[src/hdl/arpe_pkg.sv]
// ----------------------------------------------------------------------------
// arpe_pkg
// Shared types, character codes and limits for the AT response payload
// extractor.
// ----------------------------------------------------------------------------
package arpe_pkg;

	// Largest store supported; the count registers are sized for it
	localparam int PAYLOAD_DEPTH_DEF = 64;
	localparam int PAYLOAD_DEPTH_MAX = 64;
	localparam int CNT_W             = $clog2(PAYLOAD_DEPTH_MAX + 1);
	localparam int REGION_W          = 8;

	// Character codes
	localparam logic [7:0] CH_O     = 8'h4F;
	localparam logic [7:0] CH_K     = 8'h4B;
	localparam logic [7:0] CH_CR    = 8'h0D;
	localparam logic [7:0] CH_LF    = 8'h0A;
	localparam logic [7:0] CH_NUL   = 8'h00;
	localparam logic [7:0] CH_COLON = 8'h3A;

	// Parse phases
	localparam logic [1:0] PH_SEEK    = 2'd0;
	localparam logic [1:0] PH_CAPTURE = 2'd1;
	localparam logic [1:0] PH_STOPPED = 2'd2;

	// Lead pattern tracking
	localparam logic [2:0] LEAD_MATCHED = 3'd3;
	localparam logic [2:0] LEAD_FAILED  = 3'd7;

	// Terminator progress needed before the final LF
	localparam logic [2:0] TERM_LAST = 3'd3;

	// Burst request from the parser to the emitter
	typedef struct packed {
		logic             start;
		logic             lead;
		logic [CNT_W-1:0] cnt;
	} burst_t;

	// Expected byte of "OK" CR LF at a given progress
	function automatic logic [7:0] term_char(input logic [2:0] idx);
		logic [7:0] c;
		unique case (idx)
			3'd0:    c = CH_O;
			3'd1:    c = CH_K;
			3'd2:    c = CH_CR;
			default: c = CH_LF;
		endcase
		return c;
	endfunction

	// Expected byte of the LF CR LF lead pattern
	function automatic logic [7:0] lead_char(input logic [2:0] idx);
		logic [7:0] c;
		unique case (idx)
			3'd1:    c = CH_CR;
			default: c = CH_LF;
		endcase
		return c;
	endfunction

endpackage

[src/hdl/arpe_ram.sv]
// ----------------------------------------------------------------------------
// arpe_ram
// Generic single-clock RAM: one write port, one read port, registered read.
// ----------------------------------------------------------------------------
module arpe_ram #(
	parameter int WIDTH = 8,
	parameter int DEPTH = 64
) (
	input  logic                     clk,
	input  logic                     wr_en,
	input  logic [$clog2(DEPTH)-1:0] wr_addr,
	input  logic [WIDTH-1:0]         wr_data,
	input  logic [$clog2(DEPTH)-1:0] rd_addr,
	output logic [WIDTH-1:0]         rd_data
);

	logic [WIDTH-1:0] mem [DEPTH];

	always_ff @(posedge clk) begin
		if (wr_en) begin
			mem[wr_addr] <= wr_data;
		end
		rd_data <= mem[rd_addr];
	end

endmodule

[src/hdl/arpe_parser.sv]
// ----------------------------------------------------------------------------
// arpe_parser
// Byte-level parser: tracks the terminator, the colon, the lead pattern and
// writes captured bytes into the payload store. Raises a burst request when
// the terminator completes after a colon, if there is a lead or payload.
// ----------------------------------------------------------------------------
module arpe_parser #(
	parameter int PAYLOAD_DEPTH = arpe_pkg::PAYLOAD_DEPTH_DEF
) (
	input  logic                             clk,
	input  logic                             arst_n,
	input  logic                             accept,
	input  logic [7:0]                       rx_byte,
	output logic                             wr_en,
	output logic [$clog2(PAYLOAD_DEPTH)-1:0] wr_addr,
	output logic [7:0]                       wr_data,
	output arpe_pkg::burst_t                 burst
);

	import arpe_pkg::*;

	localparam int ADDR_W = $clog2(PAYLOAD_DEPTH);

	logic [1:0]          phase_q, phase_nxt;
	logic [2:0]          ok_q, ok_nxt;
	logic [CNT_W-1:0]    stored_q, stored_nxt;
	logic [REGION_W-1:0] region_q, region_nxt;
	logic [2:0]          lead_q, lead_nxt;
	logic                done;
	logic                is_stop;
	logic [REGION_W-1:0] avail;
	logic [CNT_W-1:0]    cnt;

	assign is_stop = (rx_byte == CH_CR) || (rx_byte == CH_LF) || (rx_byte == CH_NUL);

	// Next-state logic for one received word
	always_comb begin
		phase_nxt  = phase_q;
		stored_nxt = stored_q;
		region_nxt = region_q;
		lead_nxt   = lead_q;
		wr_en      = 1'b0;

		// terminator match; only 'O' can restart a partial match
		if (rx_byte == term_char(ok_q)) begin
			ok_nxt = ok_q + 3'd1;
		end else begin
			ok_nxt = (rx_byte == CH_O) ? 3'd1 : 3'd0;
		end
		done = (rx_byte == term_char(ok_q)) && (ok_q == TERM_LAST);

		if (phase_q == PH_SEEK) begin
			if (rx_byte == CH_COLON) begin
				phase_nxt = PH_CAPTURE;
			end
		end else begin
			if (region_q != '1) begin
				region_nxt = region_q + REGION_W'(1);
			end
			if (lead_q < LEAD_MATCHED) begin
				lead_nxt = (rx_byte == lead_char(lead_q)) ? lead_q + 3'd1 : LEAD_FAILED;
			end
			if (phase_q == PH_CAPTURE) begin
				if (is_stop) begin
					phase_nxt = PH_STOPPED;
				end else if (stored_q < CNT_W'(PAYLOAD_DEPTH)) begin
					wr_en      = accept;
					stored_nxt = stored_q + CNT_W'(1);
				end
			end
		end
	end

	assign wr_addr = stored_q[ADDR_W-1:0];
	assign wr_data = rx_byte;

	// Bytes before the terminator: region minus "OK" CR LF, capped by store
	assign avail = (region_nxt >= REGION_W'(4)) ? region_nxt - REGION_W'(4) : '0;
	assign cnt   = (REGION_W'(stored_nxt) > avail) ? avail[CNT_W-1:0] : stored_nxt;

	always_comb begin
		burst.lead  = (lead_nxt == LEAD_MATCHED);
		burst.cnt   = cnt;
		burst.start = accept && done && (phase_q != PH_SEEK) &&
			(burst.lead || (cnt != '0));
	end

	// Parser state; terminator restarts everything
	always_ff @(posedge clk or negedge arst_n) begin
		if (!arst_n) begin
			phase_q  <= PH_SEEK;
			ok_q     <= '0;
			stored_q <= '0;
			region_q <= '0;
			lead_q   <= '0;
		end else if (accept) begin
			if (done) begin
				phase_q  <= PH_SEEK;
				ok_q     <= '0;
				stored_q <= '0;
				region_q <= '0;
				lead_q   <= '0;
			end else begin
				phase_q  <= phase_nxt;
				ok_q     <= ok_nxt;
				stored_q <= stored_nxt;
				region_q <= region_nxt;
				lead_q   <= lead_nxt;
			end
		end
	end

endmodule

[src/hdl/arpe_emitter.sv]
// ----------------------------------------------------------------------------
// arpe_emitter
// Burst sequencer: reads the payload store one entry at a time (a lead burst
// sends a lone CR) and drives the output register, marking the last word.
// ----------------------------------------------------------------------------
module arpe_emitter #(
	parameter int PAYLOAD_DEPTH = arpe_pkg::PAYLOAD_DEPTH_DEF
) (
	input  logic                             clk,
	input  logic                             arst_n,
	input  arpe_pkg::burst_t                 burst,
	output logic                             idle,
	output logic [$clog2(PAYLOAD_DEPTH)-1:0] rd_addr,
	input  logic [7:0]                       rd_data,
	output logic                             out_valid,
	input  logic                             out_ready,
	output logic [7:0]                       out_byte,
	output logic                             last_byte
);

	import arpe_pkg::*;

	localparam int ADDR_W = $clog2(PAYLOAD_DEPTH);

	localparam logic [1:0] S_IDLE = 2'd0;
	localparam logic [1:0] S_READ = 2'd1;
	localparam logic [1:0] S_LOAD = 2'd2;

	logic [1:0]       state_q;
	logic [CNT_W-1:0] emit_q;
	logic [CNT_W-1:0] cnt_q;
	logic             lead_q;
	logic             out_valid_q;
	logic [7:0]       out_byte_q;
	logic             last_q;
	logic             slot_free;
	logic             is_last;

	assign idle      = (state_q == S_IDLE);
	assign rd_addr   = emit_q[ADDR_W-1:0];
	assign slot_free = !out_valid_q || out_ready;
	assign is_last   = (emit_q + CNT_W'(1)) == cnt_q;

	// Sequencer: issue read, then load the word once the output slot frees
	always_ff @(posedge clk or negedge arst_n) begin
		if (!arst_n) begin
			state_q <= S_IDLE;
			emit_q  <= '0;
			cnt_q   <= '0;
			lead_q  <= 1'b0;
		end else begin
			unique case (state_q)
				S_IDLE: begin
					if (burst.start) begin
						emit_q  <= '0;
						cnt_q   <= burst.lead ? CNT_W'(1) : burst.cnt;
						lead_q  <= burst.lead;
						state_q <= burst.lead ? S_LOAD : S_READ;
					end
				end
				S_READ: begin
					state_q <= S_LOAD;
				end
				S_LOAD: begin
					if (slot_free) begin
						if (is_last) begin
							state_q <= S_IDLE;
						end else begin
							emit_q  <= emit_q + CNT_W'(1);
							state_q <= S_READ;
						end
					end
				end
				default: begin
					state_q <= S_IDLE;
				end
			endcase
		end
	end

	// Output register
	always_ff @(posedge clk or negedge arst_n) begin
		if (!arst_n) begin
			out_valid_q <= 1'b0;
		end else if ((state_q == S_LOAD) && slot_free) begin
			out_valid_q <= 1'b1;
		end else if (out_ready) begin
			out_valid_q <= 1'b0;
		end
	end

	always_ff @(posedge clk) begin
		if ((state_q == S_LOAD) && slot_free) begin
			out_byte_q <= lead_q ? CH_CR : rd_data;
			last_q     <= is_last;
		end
	end

	assign out_valid = out_valid_q;
	assign out_byte  = out_byte_q;
	assign last_byte = last_q;

endmodule

[src/hdl/at_response_payload_extractor.sv]
// Timing: a terminator LF starts a burst; each payload word is read from the
// store (S_READ) and then loaded into the output register (S_LOAD); the lone
// CR of the lead pattern skips the read. Throughput: 1 input word per cycle
// while no burst runs; in a burst, S_LOAD waits until the output slot frees.
// The store's registered read sets the burst rate.
// Reset: arst_n clears parser and sequencer state; payload store is not reset.
// ----------------------------------------------------------------------------
// at_response_payload_extractor
// Captures the payload after the first colon of a modem response and emits
// it once the "OK" CR LF terminator arrives.
// ----------------------------------------------------------------------------
module at_response_payload_extractor #(
	parameter int PAYLOAD_DEPTH = arpe_pkg::PAYLOAD_DEPTH_DEF
) (
	input  logic       clk,
	input  logic       arst_n,
	input  logic       in_valid,
	output logic       in_ready,
	input  logic [7:0] rx_byte,
	output logic       out_valid,
	input  logic       out_ready,
	output logic [7:0] out_byte,
	output logic       last_byte
);

	import arpe_pkg::*;

	localparam int ADDR_W = $clog2(PAYLOAD_DEPTH);

	logic              accept;
	logic              wr_en;
	logic [ADDR_W-1:0] wr_addr;
	logic [7:0]        wr_data;
	logic [ADDR_W-1:0] rd_addr;
	logic [7:0]        rd_data;
	logic              idle;
	burst_t            burst;

	assign in_ready = idle;
	assign accept   = in_valid && in_ready;

	arpe_parser #(
		.PAYLOAD_DEPTH(PAYLOAD_DEPTH)
	) u_parser (
		.clk     (clk),
		.arst_n  (arst_n),
		.accept  (accept),
		.rx_byte (rx_byte),
		.wr_en   (wr_en),
		.wr_addr (wr_addr),
		.wr_data (wr_data),
		.burst   (burst)
	);

	arpe_ram #(
		.WIDTH(8),
		.DEPTH(PAYLOAD_DEPTH)
	) u_store (
		.clk     (clk),
		.wr_en   (wr_en),
		.wr_addr (wr_addr),
		.wr_data (wr_data),
		.rd_addr (rd_addr),
		.rd_data (rd_data)
	);

	arpe_emitter #(
		.PAYLOAD_DEPTH(PAYLOAD_DEPTH)
	) u_emitter (
		.clk       (clk),
		.arst_n    (arst_n),
		.burst     (burst),
		.idle      (idle),
		.rd_addr   (rd_addr),
		.rd_data   (rd_data),
		.out_valid (out_valid),
		.out_ready (out_ready),
		.out_byte  (out_byte),
		.last_byte (last_byte)
	);

endmodule

[config.mk]
export PLATFORM = sky130hd
export DESIGN_NAME = at_response_payload_extractor
export DESIGN_NICKNAME = d
export VERILOG_FILES = /design/src/hdl/arpe_pkg.sv /design/src/hdl/arpe_ram.sv /design/src/hdl/arpe_parser.sv /design/src/hdl/arpe_emitter.sv /design/src/hdl/at_response_payload_extractor.sv
export SDC_FILE = /design/constraint.sdc
export NUM_CORES = 1
export LEC_CHECK = 0
export BUFFER_PORTS_ARGS = -buffer_cell sky130_fd_sc_hd__buf_2
export CAP_MARGIN = 20
export CORE_ASPECT_RATIO = 0.6
export CORE_MARGIN = 4
export CORE_UTILIZATION = 65
export CTS_BUF_LIST = sky130_fd_sc_hd__clkbuf_8 sky130_fd_sc_hd__clkbuf_16
export CTS_CLUSTER_SIZE = 14
export DETAILED_ROUTE_END_ITERATION = 7
export GPL_ROUTABILITY_DRIVEN = 1
export PLACE_DENSITY = 0.84
export SLEW_MARGIN = 30
export SYNTH_ARGS = -nofsm -noshare
export SYNTH_HDL_FRONTEND = slang
export SYNTH_SLANG_ARGS = --single-unit
[constraint.sdc]
create_clock -name clk -period 14.2 [get_ports clk]
set_input_delay 2.13 -clock clk [delete_from_list [all_inputs] [get_ports clk]]
set_output_delay 2.13 -clock clk [all_outputs]
set_load 0.1 [all_outputs]
# --- After elaboration in Yosys (flattened, before gate mapping) ---
# Memories as Yosys holds them, arrays and structs flattened. A register that Yosys moved wholly into a read port is not among the register bits.
# Cells that the tools add are included.
# W data, S select, Z words.
op_classes:
  add_sub_neg: 6
  mux: 44
  n_eq_ne: 20
  magnitude_cmp: 4
  n_reduce_logical: 25
ops:
  columns: ["operator", "n"]
  rows:
  - ["$mux W7", 10]
  - ["$mux W8", 6]
  - ["$mux W3", 7]
  - ["$pmux W7 S3", 1]
  - ["$eq A8 B4 Y1 const B", 2]
  - ["$mux W2", 8]
  - ["$add A7 B1 Y7 const B", 2]
  - ["$pmux W7 S2", 1]
  - ["$mux W1", 10]
  - ["$eq A3 B2 Y1 const B", 3]
  - ["$add A8 B1 Y8 const B", 1]
  - ["$eq A8 B6 Y1 const B", 1]
  - ["$eq A8 B7 Y1", 1]
  - ["$eq A8 B7 Y1 const B", 1]
  - ["$eq A8 B8 Y1", 1]
  - ["$ge A8 B3 Y1 const B", 1]
  - ["$gt A7 B8 Y1", 1]
  - ["$logic_not A8 Y1", 1]
  - ["$ne A8 B8 Y1 const B", 1]
  - ["$reduce_and A4 Y1", 2]
  - ["$sub A8 B3 Y8 const B", 1]
  - ["$eq A7 B7 Y1", 1]
  - ["$lt A7 B7 Y1 const B", 1]
  - ["$reduce_bool A7 Y1", 1]
  - ["other kinds (17)", 34]
word_totals:
  output_inout_bits: 11
  elab_cells: 112
  reg_bits: 50
  n_memories: 1
  mem_bits_rw: 512
  inputBits: 12
mem_list:
  columns: ["name", "depth", "word_bits", "rd", "rd_ports_with_merged_regs", "write_ports", "line", "source"]
  rows:
  - ["u_store.mem", 64, 8, 1, 1, 1, "arpe_ram.sv:17", "logic [WIDTH-1:0] mem [DEPTH];"]

# --- Logic depth before layout (Yosys ltp) ---
logic_depth:
  word_depth: 13
  ltp_mapped: 22
  ltp_nobuf: 21

# --- Cells and area by module ---
# Synthesis repeated with hierarchy kept, for this count alone.
hier_totals:
  cells_unflattened: 1368
  hier_area_um2: 23950.5
modules_own_cells:
  columns: ["mod", "area_each_um2", "instances", "seq_area_each_um2", "cells_each"]
  rows:
  - ["arpe_ram", 20166.8, 1, 15534.9, 940]
  - ["arpe_parser", 2403.6, 1, 575.6, 301]
  - ["arpe_emitter", 1373.8, 1, 720.7, 126]
  - ["at_response_payload_extractor", 6.3, 1, 0.0, 1]

# --- Worst setup path after synthesis ---
# No wires, ideal clock.
synth_timing:
  path_kind: "input to register"
  startpoint: "in rx_byte[5]"
  endpoint: "reg u_emitter.emit_q[0]"
  t_required_ns: 14.080
  path_buffers: 1
  stages: 17
  arrival_time_ns: 5.643
  setup_ns: 0.120
  path_slack_ns: 8.438
  path_cell_list: "or4_1 o21ai_1 nor2_1 xnor2_1 inv_1 ha_1 nand3_1 o21bai_1 a31oi_1 nand2_1 a211oi_1 nor2_1 o221ai_2 nor3_2 or2_1 buf_6 a31o_1"
synth_between:
  elab_chain_len: 13
  elab_cells_between_ends: 24
  cone_classes: "1 x order compare; 6 x eq/ne; 7 x mux; 10 x reduce/logical"
synth_rtl:
  columns: ["item", "line", "source"]
  rows:
  - ["from (decl)", "at_response_payload_extractor.sv:19", "input logic [7:0] rx_byte,"]
  - ["$eq A8 B4 Y1", "arpe_parser.sv:34", "assign is_stop = (rx_byte == CH_CR) || (rx_byte == CH_LF) || (rx_byte == CH_NUL);"]
  - ["$logic_or A1 B1 Y1 (2 in series)", "arpe_parser.sv:34", null]
  - ["$mux W7", "arpe_parser.sv:64", "if (is_stop) begin"]
  - ["$mux W7", "arpe_parser.sv:63", "if (phase_q == PH_CAPTURE) begin"]
  - ["$mux W7", "arpe_parser.sv:52", "if (phase_q == PH_SEEK) begin"]
  - ["$gt A7 B8 Y1", "arpe_parser.sv:79", "assign cnt = (REGION_W'(stored_nxt) > avail) ? avail[CNT_W-1:0] : stored_nxt;"]
  - ["$mux W7", "arpe_parser.sv:79", null]
  - ["$reduce_bool A7 Y1", "arpe_parser.sv:85", "(burst.lead || (cnt != '0));"]
  - ["$logic_or A1 B1 Y1", "arpe_parser.sv:85", null]
  - ["$logic_and A1 B1 Y1 (*)", "arpe_parser.sv:84", "burst.start = accept && done && (phase_q != PH_SEEK) &&"]
  - ["$ne A2 B1 Y1 (no source line) (*)", null, null]
  - ["$reduce_and A4 Y1 (no source line) (*)", null, null]
  - ["to (signal assigned)", "arpe_emitter.sv:69", "emit_q <= emit_q + CNT_W'(1);"]
  - ["to (decl)", "arpe_emitter.sv:30", "logic [CNT_W-1:0] emit_q;"]
# Mark *: on every way between the ends. The rest lies on a longest branch, timed or not.
# A chain may end at the register's enable or synchronous reset.

# --- Worst setup path after layout ---
layout_timing:
  startpoint: "in rx_byte[5]"
  endpoint: "reg u_emitter.emit_q[1]"
# The elaborated chain is that of the path after synthesis.

==> results.yml <==
run_status:
  outcome: "complete, no violations"
power:
  p_sw_w: 0.000777
  p_int_w: 0.00258
  power_frac_seq: 0.552
  peakVddDrop_v: 0.000105
  clkPwrFrac: 0.372
  sw_frac_of_total: 0.231
  comb_power_share: 0.076
  p_leak_nw: 9.16
  power_density_nw_per_um2: 130
timing:
  slew_viol_final: 0
  setup_tns_ns: 0
  finalCritPeriodShare: 0.445
  finalSetupViolCount: 0
  rsz0062_at_grt: "no"
  holdWs_ns: 0.483
  timing.final.ws_setup_ns: 7.87
  tightest_slew_ns: 0.999
  finClkSkew_ns: 0.0351
  clock.fmax_ghz: 0.158
  hold_violations: 0
  maxSlewHeadroom: 0.332
  fin_crit_ns: 6.33
layout:
  stdcell_count: 2006
  drive_gt1_frac: 0.162
  final_area_um2: 25900
  fin_nets: 1524
  regArea_um2: 16800
  syn_to_final_growth_pct: 8.70
  multi_input_area_um2: 6670
  antenna_cells: 0
  fill_cells: 2159
routing:
  drt-initial-drc-count: 1846
  drc_errors: 0
  drtAntennaViolNets: 0
  drt_pass1_iterations: 6
  drt-wirelength-per-cell_um: 27.9
  wirelength_mm: 56.0
  vias_per_cell: 6.92
  num_vias: 13900
worst_setup_path:
  ff2ff_setup_slack_ns: 8.80
  worstSetupPathType: "input port to flip-flop"
  arrival_ns: 6.75
  r2r-end: "u_emitter.emit_q[1]"
  critPathLaunchType: "input port"
  cp-end-kind: "flip-flop"
  reg2regPathDepth: 20
  required_ns: 14.62
  cp-startpoint: "rx_byte[5]"
  critical_path_peak_fanout: 67
  critPathCapture: "u_emitter.emit_q[1]"
  rr_startpoint: "u_parser.region_q[0]"
die:
  rows: 54
  start_util: 0.657
  coreArea_um2: 36300
  die_area_um2: 39900
  io_pins: 23
  die_y_um: 156
  die_w_um: 255
global_route:
  grt_max_degree: 121
  overflow: 0
  antenna_found_initial: 1
  grt_pass1_vias: 13400
  grt_pass1_wl_mm: 83.9
  groute.usage.overall: 0.280
synth:
  ys_seq_elements: 570
  synthArstFlopShare: 0.0719
  ys_warn_count: 0
  syn_nets: 1511
  synth_area_per_cell_um2: 16.1
  synth_area_um2: 23900
  ys_types: 74
  synth_ff_type: "edfxtp_1"
  synth_edf_count: 521
  netlist_instances: 1480
  yosysSeqAreaShare: 0.706
placement:
  place_congestion: 0.893
  pre_cts_slack_ns: 7.37
  dp.cells: 1917
  portBuffers: 22
  hpwlAfterDp_mm: 33.6
  place_area_um2: 24400
clocking:
  ctsLongestPathBuffers: 3
  clk_pin_slew_ns: 0.06
  root_buffer: "clkbuf_16"
  postCtsHoldBufs: 0
  cts_inserted_buffers: 49
  htreeDepth: 2
  post_cts_buffers: 0
  cts_sinks: 570
  cts_resized: 0
  clkLatencyLatePin_ns: 0.59
  cts_tree: "yes"
flow_run:
  cap_violations: 0
worst_hold_path:
  holdCritPathClass: "flip-flop to flip-flop"
power groups by stage:
stage | combinational, W | sequential (W) | clock [W]
3_3_place_gp | 0.000240 | 0.00189 | 0
6_report | 0.000256 | 0.00185 | 0.00125
5_1_grt | 0.000281 | 0.00185 | 0.00134
4_1_cts | 0.000249 | 0.00185 | 0.00126
3_5_place_dp | 0.000245 | 0.00189 | 0
2_1_floorplan | 0.000176 | 0.00188 | 0
critical path: stages:
cell,delay [ns]
buf_2,0.10
buf_4,0.31
or4_1,0.65
o21ai_1,0.50
nor2_1,0.18
xnor2_1,0.22
inv_1,0.09
ha_1,0.30
nand3_1,0.11
o21bai_1,0.17
a31oi_1,0.44
nand2_1,0.21
a211oi_1,0.30
nor2_1,0.10
o221ai_2,0.21
nor3_2,0.08
nor2_1,0.40
o22ai_1,0.16
area by class of cell:
| class | instances | share of cell area |
|---|---|---|
| clock buffer | 52 | 0.0489 |
| sequential | 570 | 0.649 |
| timing repair buffer | 42 | 0.0114 |
| tap | 476 | 0.0230 |
| clock inverter | 36 | 0.00753 |
| inverter | 17 | 0.00246 |
| multi-input combinational | 813 | 0.257 |
placed cells by master, fill, tap and decap left out, drive strengths merged, types with 5 or more instances in the layout:
| cell type | count |
|---|---|
| edfxtp | 521 |
| mux2i | 105 |
| nor2 | 103 |
| nand2 | 88 |
| a21oi | 76 |
| mux4 | 72 |
| o21ai | 57 |
| clkbuf | 52 |
| buf | 42 |
| dfrtp | 41 |
| inv | 40 |
| mux2 | 37 |
| o22ai | 37 |
| o221ai | 33 |
| ha | 19 |
| nor2b | 14 |
| nand2b | 14 |
| nor3 | 14 |
| nand3 | 13 |
| o31ai | 13 |
| clkinv | 12 |
| and3 | 9 |
| xnor2 | 9 |
| dfxtp | 8 |
| xor2 | 7 |
| or2 | 7 |
| and2 | 6 |
| o211ai | 5 |
| nand4 | 5 |
| a21o | 5 |
| a31o | 5 |
cell usage after synthesis (all sizes together) (6+ instances only):
cell,instances,share of area
a21oi,76,0.016
and2,6,0.0016
and3,9,0.0024
buf,20,0.0040
clkbuf,60,0.0094
dfrtp,41,0.043
dfxtp,8,0.0067
edfxtp,521,0.66
ha,19,0.010
inv,17,0.0027
mux2,37,0.017
mux2i,105,0.044
mux4,72,0.068
nand2,88,0.014
nand2b,14,0.0037
nand3,13,0.0027
nor2,103,0.016
nor2b,14,0.0037
nor3,14,0.0034
o21ai,57,0.012
o221ai,33,0.012
o22ai,37,0.010
o31ai,13,0.0043
or2,7,0.0018
xnor2,9,0.0033
xor2,7,0.0026
worst min-delay path by stage:
| stage | start | end | slack, ns | depth (start not counted) |
|---|---|---|---|---|
| finish | u_store.rd_data[2] | u_emitter.out_byte[2] | 0.48 | 1 |
| floorplan | u_store.rd_data[0] | u_emitter.out_byte[0] | 0.46 | 1 |
| detailed placement | u_store.rd_data[2] | u_emitter.out_byte[2] | 0.47 | 1 |
| CTS | u_store.rd_data[2] | u_emitter.out_byte[2] | 0.48 | 1 |
| global route | u_store.rd_data[2] | u_emitter.out_byte[2] | 0.51 | 1 |
| global placement | u_store.rd_data[2] | u_emitter.out_byte[2] | 0.47 | 1 |
layer usage:
metal | vias to the layer above | part of all wire | wire [um] | GRT usage
met4 | 0 | 0.025 | 1390 | 0.0766
met2 | 948 | 0.44 | 24800 | 0.411
met3 | 119 | 0.13 | 7230 | 0.0780
met1 | 6924 | 0.40 | 22600 | 0.424
met5 | - | 0 | 0 | 0
li1 | 5887 | - | - | -
metrics by stage:
| step | total power [W] | util |
|---|---|---|
| after floorplan | 0.00206 | - |
| after CTS | 0.00336 | 0.713 |
| after global placement | 0.00213 | 0.673 |
| after detailed placement | 0.00213 | 0.673 |
| after global routing | 0.00347 | 0.715 |
| final | 0.00336 | 0.715 |
state kept, by name, summed over array words and instances (netlist names):
register	cells
u_store.mem	512
u_parser.region_q	8
u_emitter.out_valid	1
u_emitter.out_byte	8
u_emitter.cnt_q	7
u_emitter.emit_q	7
u_parser.lead_q	3
u_parser.ok_q	3
u_parser.phase_q	2
u_emitter.last_byte	1
u_parser.stored_q	7
u_store.rd_data	8
u_emitter.state_q	2
u_emitter.lead_q	1
cells by family after synthesis:
group           after synthesis  synth area share
xor+xnor                     16           0.00588
simple gates                297            0.0590
buf+inv                      97            0.0161
compound gates              267            0.0739
mux                         214             0.130
flops                       570             0.706
fa+ha+maj                    19           0.00997
Note: power is estimated with default switching activity, not from simulation.
